==> config.mk <==
export PLATFORM = sky130hd
export DESIGN_NAME = rrc_tap_cell
export DESIGN_NICKNAME = d
export VERILOG_FILES = /design/src/rrc_pkg.sv /design/src/rrc_tap_cell.sv
export SDC_FILE = /design/constraint.sdc
export NUM_CORES = 1
export LEC_CHECK = 0
export BUFFER_PORTS_ARGS = -buffer_cell sky130_fd_sc_hd__buf_2
export CORE_ASPECT_RATIO = 0.5
export CORE_MARGIN = 2
export CORE_UTILIZATION = 45
export CTS_CLUSTER_SIZE = 10
export DETAILED_ROUTE_END_ITERATION = 8
export PLACE_DENSITY = 0.73
export SYNTH_ARGS = -nofsm -noshare
export SYNTH_HDL_FRONTEND = slang
export SYNTH_SLANG_ARGS = --single-unit
==> constraint.sdc <==
create_clock -name clk -period 2.6 [get_ports clk]
set_input_delay 0.26 -clock clk [delete_from_list [all_inputs] [get_ports clk]]
set_output_delay 0.26 -clock clk [all_outputs]
set_load 0.005 [all_outputs]
==> src/rrc_pkg.sv <==
// Shared types, widths and the Q1.17 tap table for the 61-tap RRC filter.
// No dependencies; imported by every module of the block.
package rrc_pkg;

	localparam int SampleW  = 16;
	localparam int CoefW    = 18;
	// sum of |taps| < 2^18, times 2^15 stays below 2^33
	localparam int AccW     = 34;
	localparam int FracBits = 17;
	localparam int NumTaps  = 61;
	localparam int HalfTaps = 31;

	typedef logic signed [SampleW-1:0] sample_t;
	typedef logic signed [CoefW-1:0]   coef_t;
	typedef logic signed [AccW-1:0]    acc_t;

	// first half of the symmetric taps, last entry is the center tap
	localparam int RrcHalf [HalfTaps] = '{
		  -148,   -469,   -756,   -949,   -996,   -864,   -547,    -77,
		   486,   1051,   1514,   1772,   1743,   1382,    699,   -241,
		 -1314,  -2352,  -3159,  -3542,  -3336,  -2434,   -803,   1496,
		  4317,   7432,  10563,  13408,  15682,  17150,  17657
	};

	function automatic coef_t tap_coef(input int t);
		int k;
		k = (t <= HalfTaps - 1) ? t : (NumTaps - 1 - t);
		return coef_t'(RrcHalf[k]);
	endfunction

endpackage

==> src/rrc_tap_cell.sv <==
// One cell of the transposed-form FIR chain: multiply-accumulate into a partial sum.
// Depends on rrc_pkg.
module rrc_tap_cell (
	input  logic            clk,
	input  logic            arst_n,
	input  logic            en,
	input  rrc_pkg::sample_t x,
	input  rrc_pkg::coef_t   coef,
	input  rrc_pkg::acc_t    sum_in,
	output rrc_pkg::acc_t    sum_q
);
	import rrc_pkg::*;

	logic signed [SampleW+CoefW-1:0] prod;

	assign prod = coef * x;

	always_ff @(posedge clk or negedge arst_n) begin
		if (!arst_n) begin
			sum_q <= '0;
		end else if (en) begin
			sum_q <= sum_in + acc_t'(prod);
		end
	end

endmodule

After elaboration in Yosys (flattened, before gate mapping)
Index checks and enable logic that the tools add are counted.

$add $sub $neg: 1. $mul: 1.

Operators with widths (count): adder 34 bit (1); multiplier 18 x 16 -> 34 bit (1).

Flip-flop bits (word level): 34. Output and inout bits: 34.

Depth between registers and ports, before layout
Word-level depth: 2. Depth in mapped cells: 24.

Worst setup path after synthesis
No wires, ideal clock.

Path kind: input to register. Start: input port x[7]. End: register sum_q[33]. Path buffers: 2. Stages: 23. Required time: 2.475 ns. Setup time: 0.125 ns. Data arrival time: 5.903 ns. Setup slack: -3.428 ns. Cells stage by stage: clkbuf_1 -> clkbuf_1 -> nand2_1 -> fa_1 -> inv_1 -> fa_1 -> inv_1 -> fa_1 -> inv_1 -> fa_1 -> fa_1 -> inv_1 -> fa_1 -> inv_1 -> ha_1 -> and4_1 -> a221oi_1 -> o21ai_1 -> a211o_1 -> a31oi_1 -> o21ai_1 -> xnor2_1 -> mux2_2.

Cells in the longest elaborated chain, start to end: 2.

RTL lines: start: declaration (line rrc_tap_cell.sv:7) `input rrc_pkg::sample_t x,`; multiplier 18 x 16 -> 34 bit (line rrc_tap_cell.sv:16) `assign prod = coef * x;`; adder 34 bit (line rrc_tap_cell.sv:22) `sum_q <= sum_in + acc_t'(prod);`; end signal: assignment (line rrc_tap_cell.sv:22); end: declaration (line rrc_tap_cell.sv:10) `output rrc_pkg::acc_t sum_q`.

Every way passes these cells. A chain may end at the register's enable or synchronous reset.

Final worst setup path
Start: input port x[5]. End: register sum_q[31].

The elaborated chain is that of the path after synthesis.

==> results.cfg <==
[critical_path]
path_cells = buf_12 > buf_12 > and2_4 > fa_1 > inv_1 > fa_1 > inv_2 > fa_1 > inv_2 > fa_1 > inv_1 > fa_1 > fa_1 > ha_4 > and4_4 > a221oi_2 > o21ai_2 > a211o_1 > nand3_2 > a311oi_1 > or3_1 > a31o_1
r2r_end = sum_q[24]
max_stage_delay_ns = 0.54
reg2reg_from = sum_q[24]
critPathMaxFanout = 7
crit_path_frequent_cell = fa_1
cp-start-kind = input port
critPathSlowestCell = fa_1
cp-end-kind = flop
cp_data_arrival_time_ns = 5.65
crit_type = in2reg
crit_path_start = x[5]
reg2reg_slack_ns = 1.51
reg2reg_depth = 2
cp.required_ns = 2.77

[yosys]
yosysSeqAreaShare_pct = 6.51
yosysWarnings = 0
ys_ff_latch = 34
yosysTopAreaCellShare_pct = 49.4
avgSynthCellArea_um2 = 9.55
syn-cell-area_um2 = 13100
synth_edf_count = 0
synth_cells = 1368
synth_area_leader_cell = fa_1
synth_fp_nets = 1863
synth_flop_cell = dfrtp_1
ys_top_cells_by_area = fa_1, inv_1, ha_1
synthArstFlopShare_pct = 100
synthDistinctLibCells = 56

[clock_network]
cts-hold-fix-buffers = 0
cts_root_buf = clkbuf_16
cts.sinks = 34
cts_buffers = 5
insertion_delay_ns = 0.28
cts_tree = done
clk_pin_slew_ns = 0.05
htreeDepth = 2
clk_path_buf_depth = 2

[final_layout]
fin_cells = 2019
fill_cells = 2372
drive_gt1_share_pct = 30.8
top_regs = sum_q: 34 flops
layout_commonest_cell = inv_1
stdcell_area_um2 = 16800
antenna_cells = 0
area_delta_synth_final_pct = 28.8
multi_input_area_um2 = 11600
seq_area_um2 = 851
largest_reg_flops = 34
nets = 2123
final_cell_mix = inv_1, fa_1, buf_4, nand2_1, and2_1
top_register = sum_q

[die]
die-area_um2 = 30500
core_area_um2 = 28800
fp.dieW_um = 245
ios = 105
num_rows = 44
initial_core_util_pct = 45.4
chipHeight_um = 124

[placement]
place_ws_ns = -3.35
placed_area_um2 = 15600
portBuffers = 104
place.gp.congestion = 0.868
dp.final_hpwl_mm = 26.8
dp.cells = 1989

[timing]
hold_viol = 0
setup-tns-final_ns = -70.86
max_freq_mhz = 183
finClkSkew_ns = 0
slew_violations = 0
finalSetupViolCount = 31
fin_ws_ns = -2.88
rsz0062_at_grt = yes
final.period_utilization_pct = 211
period_needed_ns = 5.48
max-slew-margin-rel_pct = 47.8
tightest_slew_ns = 0.783

[grt]
grt_max_degree = 38
antenna_found_initial = 1
grtUsageTotal_pct = 22.3
grt_first_pass_wirelength_mm = 54.1
grt_pass1_vias = 11200
grt-ovfl-total = 0

[route]
first_iter_violations = 452
postRouteAntennaNets = 0
vias = 9920
drc = 0
via_per_inst = 4.91
wl_per_cell_um = 15.7
firstDrtPassIters = 5
drt_wl_total_mm = 31.7

[status]
outcome = complete, but fails checks
failed_checks = negative setup slack

[run]
drv_cap = 0

[min_path]
hp-class = in2async
-- worst max-delay path by stage --
stage	to
3_3_place_gp	sum_q[31]
5_1_grt	sum_q[31]
6_report	sum_q[31]
3_5_place_dp	sum_q[31]
4_1_cts	sum_q[31]
2_1_floorplan	sum_q[31]
-- logic make-up after synthesis --
group                      synth area share (%)
adders and majority gates                  59.1
buffers and inverters                      11.5
and+or+nand+nor                            13.6
AOI/OAI and AO/OA                          4.65
xor gates and xnor gates                   2.48
DFF                                        6.51
muxes                                      2.16
-- worst max-delay path: cells and delay by family --
family	cells	cell delay [ns]
fa+ha+maj	7	3.18
compound gates	5	1.02
simple gates	4	0.77
buf+inv	6	0.43
-- cell type report --
type | instances | share of cell area [%]
timing repair buffer | 298 | 14.7
inverter | 352 | 7.86
tap | 391 | 2.91
sequential | 34 | 5.06
clock inverter | 2 | 0.0595
clock buffer | 5 | 0.744
multi-input combinational | 937 | 68.7
-- layer usage --
layer / wire [um] / share of wire, % / up-vias / GRT usage, %
li1: - / - / 4534 / -
met4: 818 / 2.6 / 0 / 5.38
met3: 867 / 2.7 / 43 / 2.13
met1: 13100 / 41 / 5166 / 27.7
met5: 0 / 0 / - / 0
met2: 16900 / 53 / 177 / 41.7
-- repair_timing --
item	CTS	global route
endpoints found under the setup margin	31	31
gates resized for setup	183	64
cloned	0	2
setup buffers	14	9
pin swaps	79	35
-- cells in the mapped netlist, types with 3 or more instances --
cell type and count:
inv_1 350, fa_1 322, nand2_1 169, and2_1 121, ha_1 102, clkbuf_1 44
dfrtp_1 34, xnor2_1 27, a21oi_1 26, mux2_2 25, nor2_1 20, o21ai_0 18
nand2b_1 12, a21o_1 11, xor2_1 10, nand3_1 9, a31oi_1 4, nor2b_1 4
nor3_1 4, or3_1 4, a31o_1 3, and3_1 3, nand4_1 3, o21ai_1 3
-- metrics by stage --
| stage | hold WS, ns | utilization (%) |
|---|---|---|
| final | 0.0506 | 58.4 |
| after global routing | 0.130 | 58.4 |
| after CTS | 0.0744 | 57.2 |
| after detailed placement | 0.378 | 54.1 |
| after global placement | 0.360 | 54.1 |
| after floorplan | -0.0356 | - |
Power is not shown: default switching activity piles up to over one toggle a cycle in this logic, so the estimate is an artifact.
