--- src/rrc_pkg.sv ---
// Shared types, widths and the Q1.17 tap table for the 61-tap RRC filter.
// No dependencies; imported by every module of the block.
package rrc_pkg;

	localparam int SampleW  = 16;
	localparam int CoefW    = 18;
	// sum of |taps| < 2^18, times 2^15 stays below 2^33
	localparam int AccW     = 34;
	localparam int FracBits = 17;
	localparam int NumTaps  = 61;
	localparam int HalfTaps = 31;

	typedef logic signed [SampleW-1:0] sample_t;
	typedef logic signed [CoefW-1:0]   coef_t;
	typedef logic signed [AccW-1:0]    acc_t;

	// first half of the symmetric taps, last entry is the center tap
	localparam int RrcHalf [HalfTaps] = '{
		  -148,   -469,   -756,   -949,   -996,   -864,   -547,    -77,
		   486,   1051,   1514,   1772,   1743,   1382,    699,   -241,
		 -1314,  -2352,  -3159,  -3542,  -3336,  -2434,   -803,   1496,
		  4317,   7432,  10563,  13408,  15682,  17150,  17657
	};

	function automatic coef_t tap_coef(input int t);
		int k;
		k = (t <= HalfTaps - 1) ? t : (NumTaps - 1 - t);
		return coef_t'(RrcHalf[k]);
	endfunction

endpackage

--- src/rrc_out_stage.sv ---
// Output pipeline: registers the full sum, then truncates toward zero,
// saturates to 16 bits and holds the beat for the master side. Depends on rrc_pkg.
module rrc_out_stage (
	input  logic             clk,
	input  logic             arst_n,
	input  logic             in_valid,
	output logic             in_ready,
	input  rrc_pkg::acc_t    acc_in,
	output logic             m_tvalid,
	input  logic             m_tready,
	output rrc_pkg::sample_t m_tdata   // [15:0] sample_out
);
	import rrc_pkg::*;

	localparam int QW = AccW - FracBits;

	logic             v_s1;
	acc_t             acc_s1;
	logic             adv;
	logic             load;
	acc_t             biased;
	logic [QW-1:0]    qsh;
	logic             ovf;
	sample_t          sat;
	logic             out_valid_s2;
	sample_t          out_data_s2;

	assign adv      = !out_valid_s2 || m_tready;
	assign in_ready = !v_s1 || adv;
	assign load     = in_valid && in_ready;

	// bias negatives so the arithmetic shift truncates toward zero
	assign biased = acc_s1[AccW-1] ? acc_s1 + acc_t'((1 << FracBits) - 1) : acc_s1;
	assign qsh    = biased[AccW-1:FracBits];
	assign ovf    = (qsh[QW-1:SampleW-1] != '0) && (qsh[QW-1:SampleW-1] != '1);

	always_comb begin
		if (ovf) begin
			sat = qsh[QW-1] ? {1'b1, {(SampleW-1){1'b0}}} : {1'b0, {(SampleW-1){1'b1}}};
		end else begin
			sat = sample_t'(qsh[SampleW-1:0]);
		end
	end

	always_ff @(posedge clk or negedge arst_n) begin
		if (!arst_n) begin
			v_s1         <= 1'b0;
			out_valid_s2 <= 1'b0;
		end else begin
			if (load) begin
				v_s1 <= 1'b1;
			end else if (adv) begin
				v_s1 <= 1'b0;
			end
			if (adv) begin
				out_valid_s2 <= v_s1;
			end
		end
	end

	always_ff @(posedge clk) begin
		if (load) begin
			acc_s1 <= acc_in;
		end
		if (adv && v_s1) begin
			out_data_s2 <= sat;
		end
	end

	assign m_tvalid = out_valid_s2;
	assign m_tdata  = out_data_s2;

`ifndef SYNTHESIS
	a_load_fills_s1: assert property (@(posedge clk) disable iff (!arst_n)
		load |=> v_s1)
		else $error("accepted beat did not reach stage 1");

	a_s1_holds: assert property (@(posedge clk) disable iff (!arst_n)
		v_s1 && !adv && !load |=> v_s1 && $stable(acc_s1))
		else $error("stalled stage 1 lost or changed its sum");

	a_s1_to_out: assert property (@(posedge clk) disable iff (!arst_n)
		v_s1 && adv |=> m_tvalid)
		else $error("stage 1 moved on but no output beat appeared");
`endif

endmodule

--- config.mk ---
export PLATFORM = sky130hd
export DESIGN_NAME = rrc_out_stage
export DESIGN_NICKNAME = d
export VERILOG_FILES = /design/src/rrc_pkg.sv /design/src/rrc_out_stage.sv
export SDC_FILE = /design/constraint.sdc
export NUM_CORES = 1
export LEC_CHECK = 0
export BUFFER_PORTS_ARGS = -buffer_cell sky130_fd_sc_hd__buf_2
export CAP_MARGIN = 20
export CORE_UTILIZATION = 52
export CTS_BUF_LIST = sky130_fd_sc_hd__clkbuf_8 sky130_fd_sc_hd__clkbuf_16
export DETAILED_ROUTE_END_ITERATION = 10
export MAX_ROUTING_LAYER = met4
export PLACE_DENSITY = 0.81
export SETUP_SLACK_MARGIN = 0.15
export SLEW_MARGIN = 25
export SYNTH_ARGS = -nofsm -noshare
export SYNTH_HDL_FRONTEND = slang
export SYNTH_SLANG_ARGS = --single-unit
export TNS_END_PERCENT = 100
--- constraint.sdc ---
create_clock -name clk -period 2.55 [get_ports clk]
set_clock_uncertainty 0.2 [all_clocks]
set_input_delay 0.1275 -clock clk [delete_from_list [all_inputs] [get_ports clk]]
set_output_delay 0.1275 -clock clk [all_outputs]
set_load 0.03 [all_outputs]
# Yosys cells after proc, flatten, opt, wreduce, memory -nomap -nowiden
# Cells that the tools add are included.
# word_totals
reg_bits,52
input_bits,38
output_inout_bits,18
word_cells,20
# op_classes
add_sub_neg,1
eq_ne,1
n_mux,5
n_reduce_logical,9
# op_table
cell,count
"34-bit by 18-bit adder with 34-bit output, second input constant",1
34-bit two-way mux,1
16-bit two-way mux,2
2-bit nonzero test,2
1-bit logical AND,3
1-bit zero test,2
1-bit logical OR,2
1-bit two-way mux,2
"2-bit inequality test, second input constant",1

# Depth between registers and ports, before layout
# depth
word_depth,5
ltp_mapped,6
mapped_depth_nobuf,5

# Worst setup path before layout
# OpenSTA, ideal clock, no wires.
# synth_timing
path_kind,register to register
start,"reg out_valid_s2, in the netlist m_tvalid"
end,"reg acc_s1[0], enable pin"
setup_ns,0.394
arrival_ns,1.757
required_time_ns,1.956
setup_slack_ns,0.199
stages_incl_launch_ff,3
path_buffers,0
synth_period_minus_slack_ns,2.351
cell_sequence,dfrtp_1 > nand3b_1 > and2_1
# synth_via
elab_chain_cells,4
# synth_lines
item,line,source
from (decl),rrc_out_stage.sv:25,logic out_valid_s2;
from (signal assigned),rrc_out_stage.sv:56,out_valid_s2 <= v_s1;
1-bit zero test,rrc_out_stage.sv:28,assign adv = !out_valid_s2 || m_tready;
1-bit logical OR,rrc_out_stage.sv:28,
1-bit logical OR,rrc_out_stage.sv:29,assign in_ready = !v_s1 || adv;
named net in_ready,rrc_out_stage.sv:7,"output logic in_ready,"
1-bit logical AND,rrc_out_stage.sv:30,assign load = in_valid && in_ready;
named net load,rrc_out_stage.sv:20,logic load;
to (signal assigned),rrc_out_stage.sv:63,acc_s1 <= acc_in;
to (decl),rrc_out_stage.sv:18,acc_t acc_s1;
# The timed path passes the listed nets, and every way through them passes these cells.
# A chain may end at the register's enable or synchronous reset.

# Final worst setup path
# layout_timing
start,reg acc_s1[3]
end,"reg out_data_s2[1], in the netlist m_tdata[1] (data pin)"
# layout_via
elab_chain_cells,5
word_cells_on_any_way,7
cone_classes,add/sub: 1; eq/ne: 1; mux: 3; reduce/logical: 2
# layout_lines
item,line,source
34-bit by 18-bit adder with 34-bit output (*),rrc_out_stage.sv:33,assign biased = acc_s1[AccW-1] ? acc_s1 + acc_t'((1 << FracBits) - 1) : acc_s1;
34-bit two-way mux (*),rrc_out_stage.sv:33,
2-bit inequality test / 2-bit nonzero test (equally long branches),rrc_out_stage.sv:35,assign ovf = (qsh[QW-1:SampleW-1] != '0) && (qsh[QW-1:SampleW-1] != '1);
1-bit logical AND,rrc_out_stage.sv:35,
16-bit two-way mux (*),rrc_out_stage.sv:38,if (ovf) begin
named net sat[1],rrc_out_stage.sv:24,sample_t sat;
to (signal assigned),rrc_out_stage.sv:66,out_data_s2 <= sat;
to (decl),rrc_out_stage.sv:26,sample_t out_data_s2;
# The timed path passes the listed nets; every way through them passes the cells marked *.

==> results.md <==
- Post-Syn Area per Cell: 15.5 um2
- Outcome: complete, no violations
- WHS: around 0.32 ns
- FP Rows: 23
- Setup CP Type: reg -> reg
- Core Area: between 4000 and 5000 um2
- Largest net degree at the start of global routing: 35
- Full die area: around 4400 um2
- Critical path depth: 5
- Max incr delay on CP: 0.43 ns
- #FFs+latches synth: 52
- Startpoint types: flop
- DR vias/cell: approximately 5.3
- Final setup viols: 0
- Pins Over Slew Limit: 0
- Max IR drop VDD: between 0.4 and 0.5 mV
- Htree depth: 2
- Hpwl dp: approximately 2.5 mm
- Most frequent cells in the layout: 55 x buf_2, 50 x edfxtp_1, 39 x dlygate4sd3_1
- Grt total ovfl: 0
- Longest Clk Path Bufs: 2
- Post-route ant nets: 0
- Hold Fails Final Rpt: 0
- DRC errors left: 0
- Syn nets: 177
- Top Ports: 56
- Diodes inserted: 0
- GRT Resource Usage Total: 0.222
- Worst-path clk slew: around 0.09 ns
- Synth Instances: 139
- Commonest non-fill, non-tap cell in the layout: buf_2
- Drt first pass iters: 4
- Max_slew headroom: 0.589
- RSZ-0062 raised after global routing: false
- Post-route minimum period: ~2.3 ns
- Post-CTS Setup Repair Bufs: 0
- Unique masters post-synth: 42
- Reg2reg path depth: 5
- Post-synthesis sequential area ratio: 0.721
- Final Cycle Share: 0.900
- Syn-to-layout area delta: 38.9%
- Power Total: roughly 0.0019 W
- Initial drt markers: between 70 and 80
- FMAX: around 0.44 GHz
- Via count: ~1500
- Initial antenna violation count: 0
- CP max stage cell: edfxtp_1
- Number of flops mapped to enable cells by yosys: 50
- Starting Density: 0.538
- Main synth FF type: edfxtp_1
- CTS Buf Count: 5
- Vias in the first global route: approximately 1500
- Yosys Warn Count: 0
- WP buf/inv: 0
- Mapped Area: 2150 um2
- Worst endpoint required time: 2.37 ns
- CTS tree: done
- Pleak: 1.12 nW
- Synth async-reset ratio: 0.0385
- Max Cap Viol: 0
- Port Buffer Count: 55
- Crit path cell chain: nor3_1, nand3_2, o2111ai_2, and3_4, o21ai_0
- Critical Path AT: approximately 2.1 ns
- First-pass GRT wire length: 6.67 mm
- Min-Delay Path Depth: 1
- CTS Root Cell: clkbuf_8
- Clock Sinks: between 50 and 60
- Routability cong.: 0.849
- Die Width: between 60 and 70 um
- CP endpoint kind: flop
- Setup_tns: 0 ns
- Layout Nets: approximately 270
- Vert. Die Dim: 66.3 um
- Worst slew pin tran: between 0.6 and 0.7 ns
- HP Class: reg -> reg
- Final wirelength: about 4.4 mm
- Pwr Density: 643 nW/um2
- CP max FO: 13
- Top Family by Delay on Critical Path: simple AND/OR/NAND/NOR gates
- Share of cells above drive strength 1: 0.331
- Routed len/inst: roughly 15 um
- Worst-Skew Late Latency: 0.30 ns
flip-flops by register name, indices dropped and copies added, names as in the netlist:
register,count
v_s1,1
m_tvalid,1
m_tdata,16
acc_s1,34
cell usage after synthesis (2+ instances only):
cell type / n / area, um2
a211oi_1: 2 / 15.0
a211oi_2: 2 / 25.0
a21oi_1: 3 / 15.0
a2bb2oi_1: 2 / 17.5
a31oi_1: 5 / 31.3
and2_1: 3 / 18.8
and4_4: 2 / 22.5
buf_6: 2 / 22.5
dfrtp_1: 2 / 50.1
edfxtp_1: 50 / 1500
inv_1: 3 / 11.3
nand2_1: 6 / 22.5
nand2b_1: 4 / 25.0
nand3_1: 2 / 10.0
nor2_1: 6 / 22.5
nor3_1: 6 / 30.0
nor4_2: 2 / 25.0
o211ai_1: 3 / 22.5
o21a_1: 2 / 15.0
o21ai_0: 3 / 15.0
o31ai_1: 4 / 30.0
or4_1: 4 / 30.0
xor2_1: 2 / 17.5
through the flow:
step                      setup slack (ns)   util  instance area, um2  cells
after floorplan                      0.199      -                2150    139
after global placement               0.440  0.616                2460    240
after detailed placement             0.283  0.616                2460    240
after CTS                            0.250  0.745                2980    286
after global routing                 0.150  0.747                2990    286
final                                0.255  0.747                2990    286
metal layers:
metal  vias to the layer above  share of wire  track usage
li1                        746              -            -
met1                       686           0.37        0.242
met2                        76           0.55        0.390
met3                         6          0.066       0.0603
met4                         0          0.015       0.0771
met5                         -              0            -
final timing paths:
check	startpoint	end	slack (ns)
min in group asynchronous	arst_n	v_s1	0.49
setup reg to reg	acc_s1[3]	m_tdata[1]	0.25
hold reg to reg	v_s1	m_tvalid	0.32
max in group asynchronous	arst_n	m_tvalid	1.54
hold / removal	v_s1	m_tvalid	0.32
setup / recovery	acc_s1[3]	m_tdata[1]	0.25
kinds of logic after synthesis:
kind of cell / Yosys count / share of synthesized area
DFF: 52 / 0.721
and+or+nand+nor: 46 / 0.136
xor gates and xnor gates: 2 / 0.00814
AOI/OAI and AO/OA: 31 / 0.113
buffers and inverters: 8 / 0.0215
cell type report:
class	count	area [um2]
fill	236	1010
clock inverter	2	60.1
timing repair buffer	95	673
sequential	52	1550
tap	50	62.6
clock buffer	5	68.8
multi-input combinational	79	562
inverter	3	11.3
repair_timing:
| action | 4_1_cts | 5_1_grt |
|---|---|---|
| setup endpoints to repair | 0 | 1 |
| hold endpoints to repair | 38 | 0 |
| resized for setup | 0 | 1 |
| hold buffers | 39 | 0 |
power by group:
part | internal (W) | total (W) | switching [W]
Sequential | 0.00101 | 0.00105 | 0.0000327
Clock | 0.000386 | 0.000631 | 0.000245
Combinational | 0.000108 | 0.000245 | 0.000137
Total | 0.00151 | 0.00192 | 0.000414
Power figures use the tool's default switching activity.
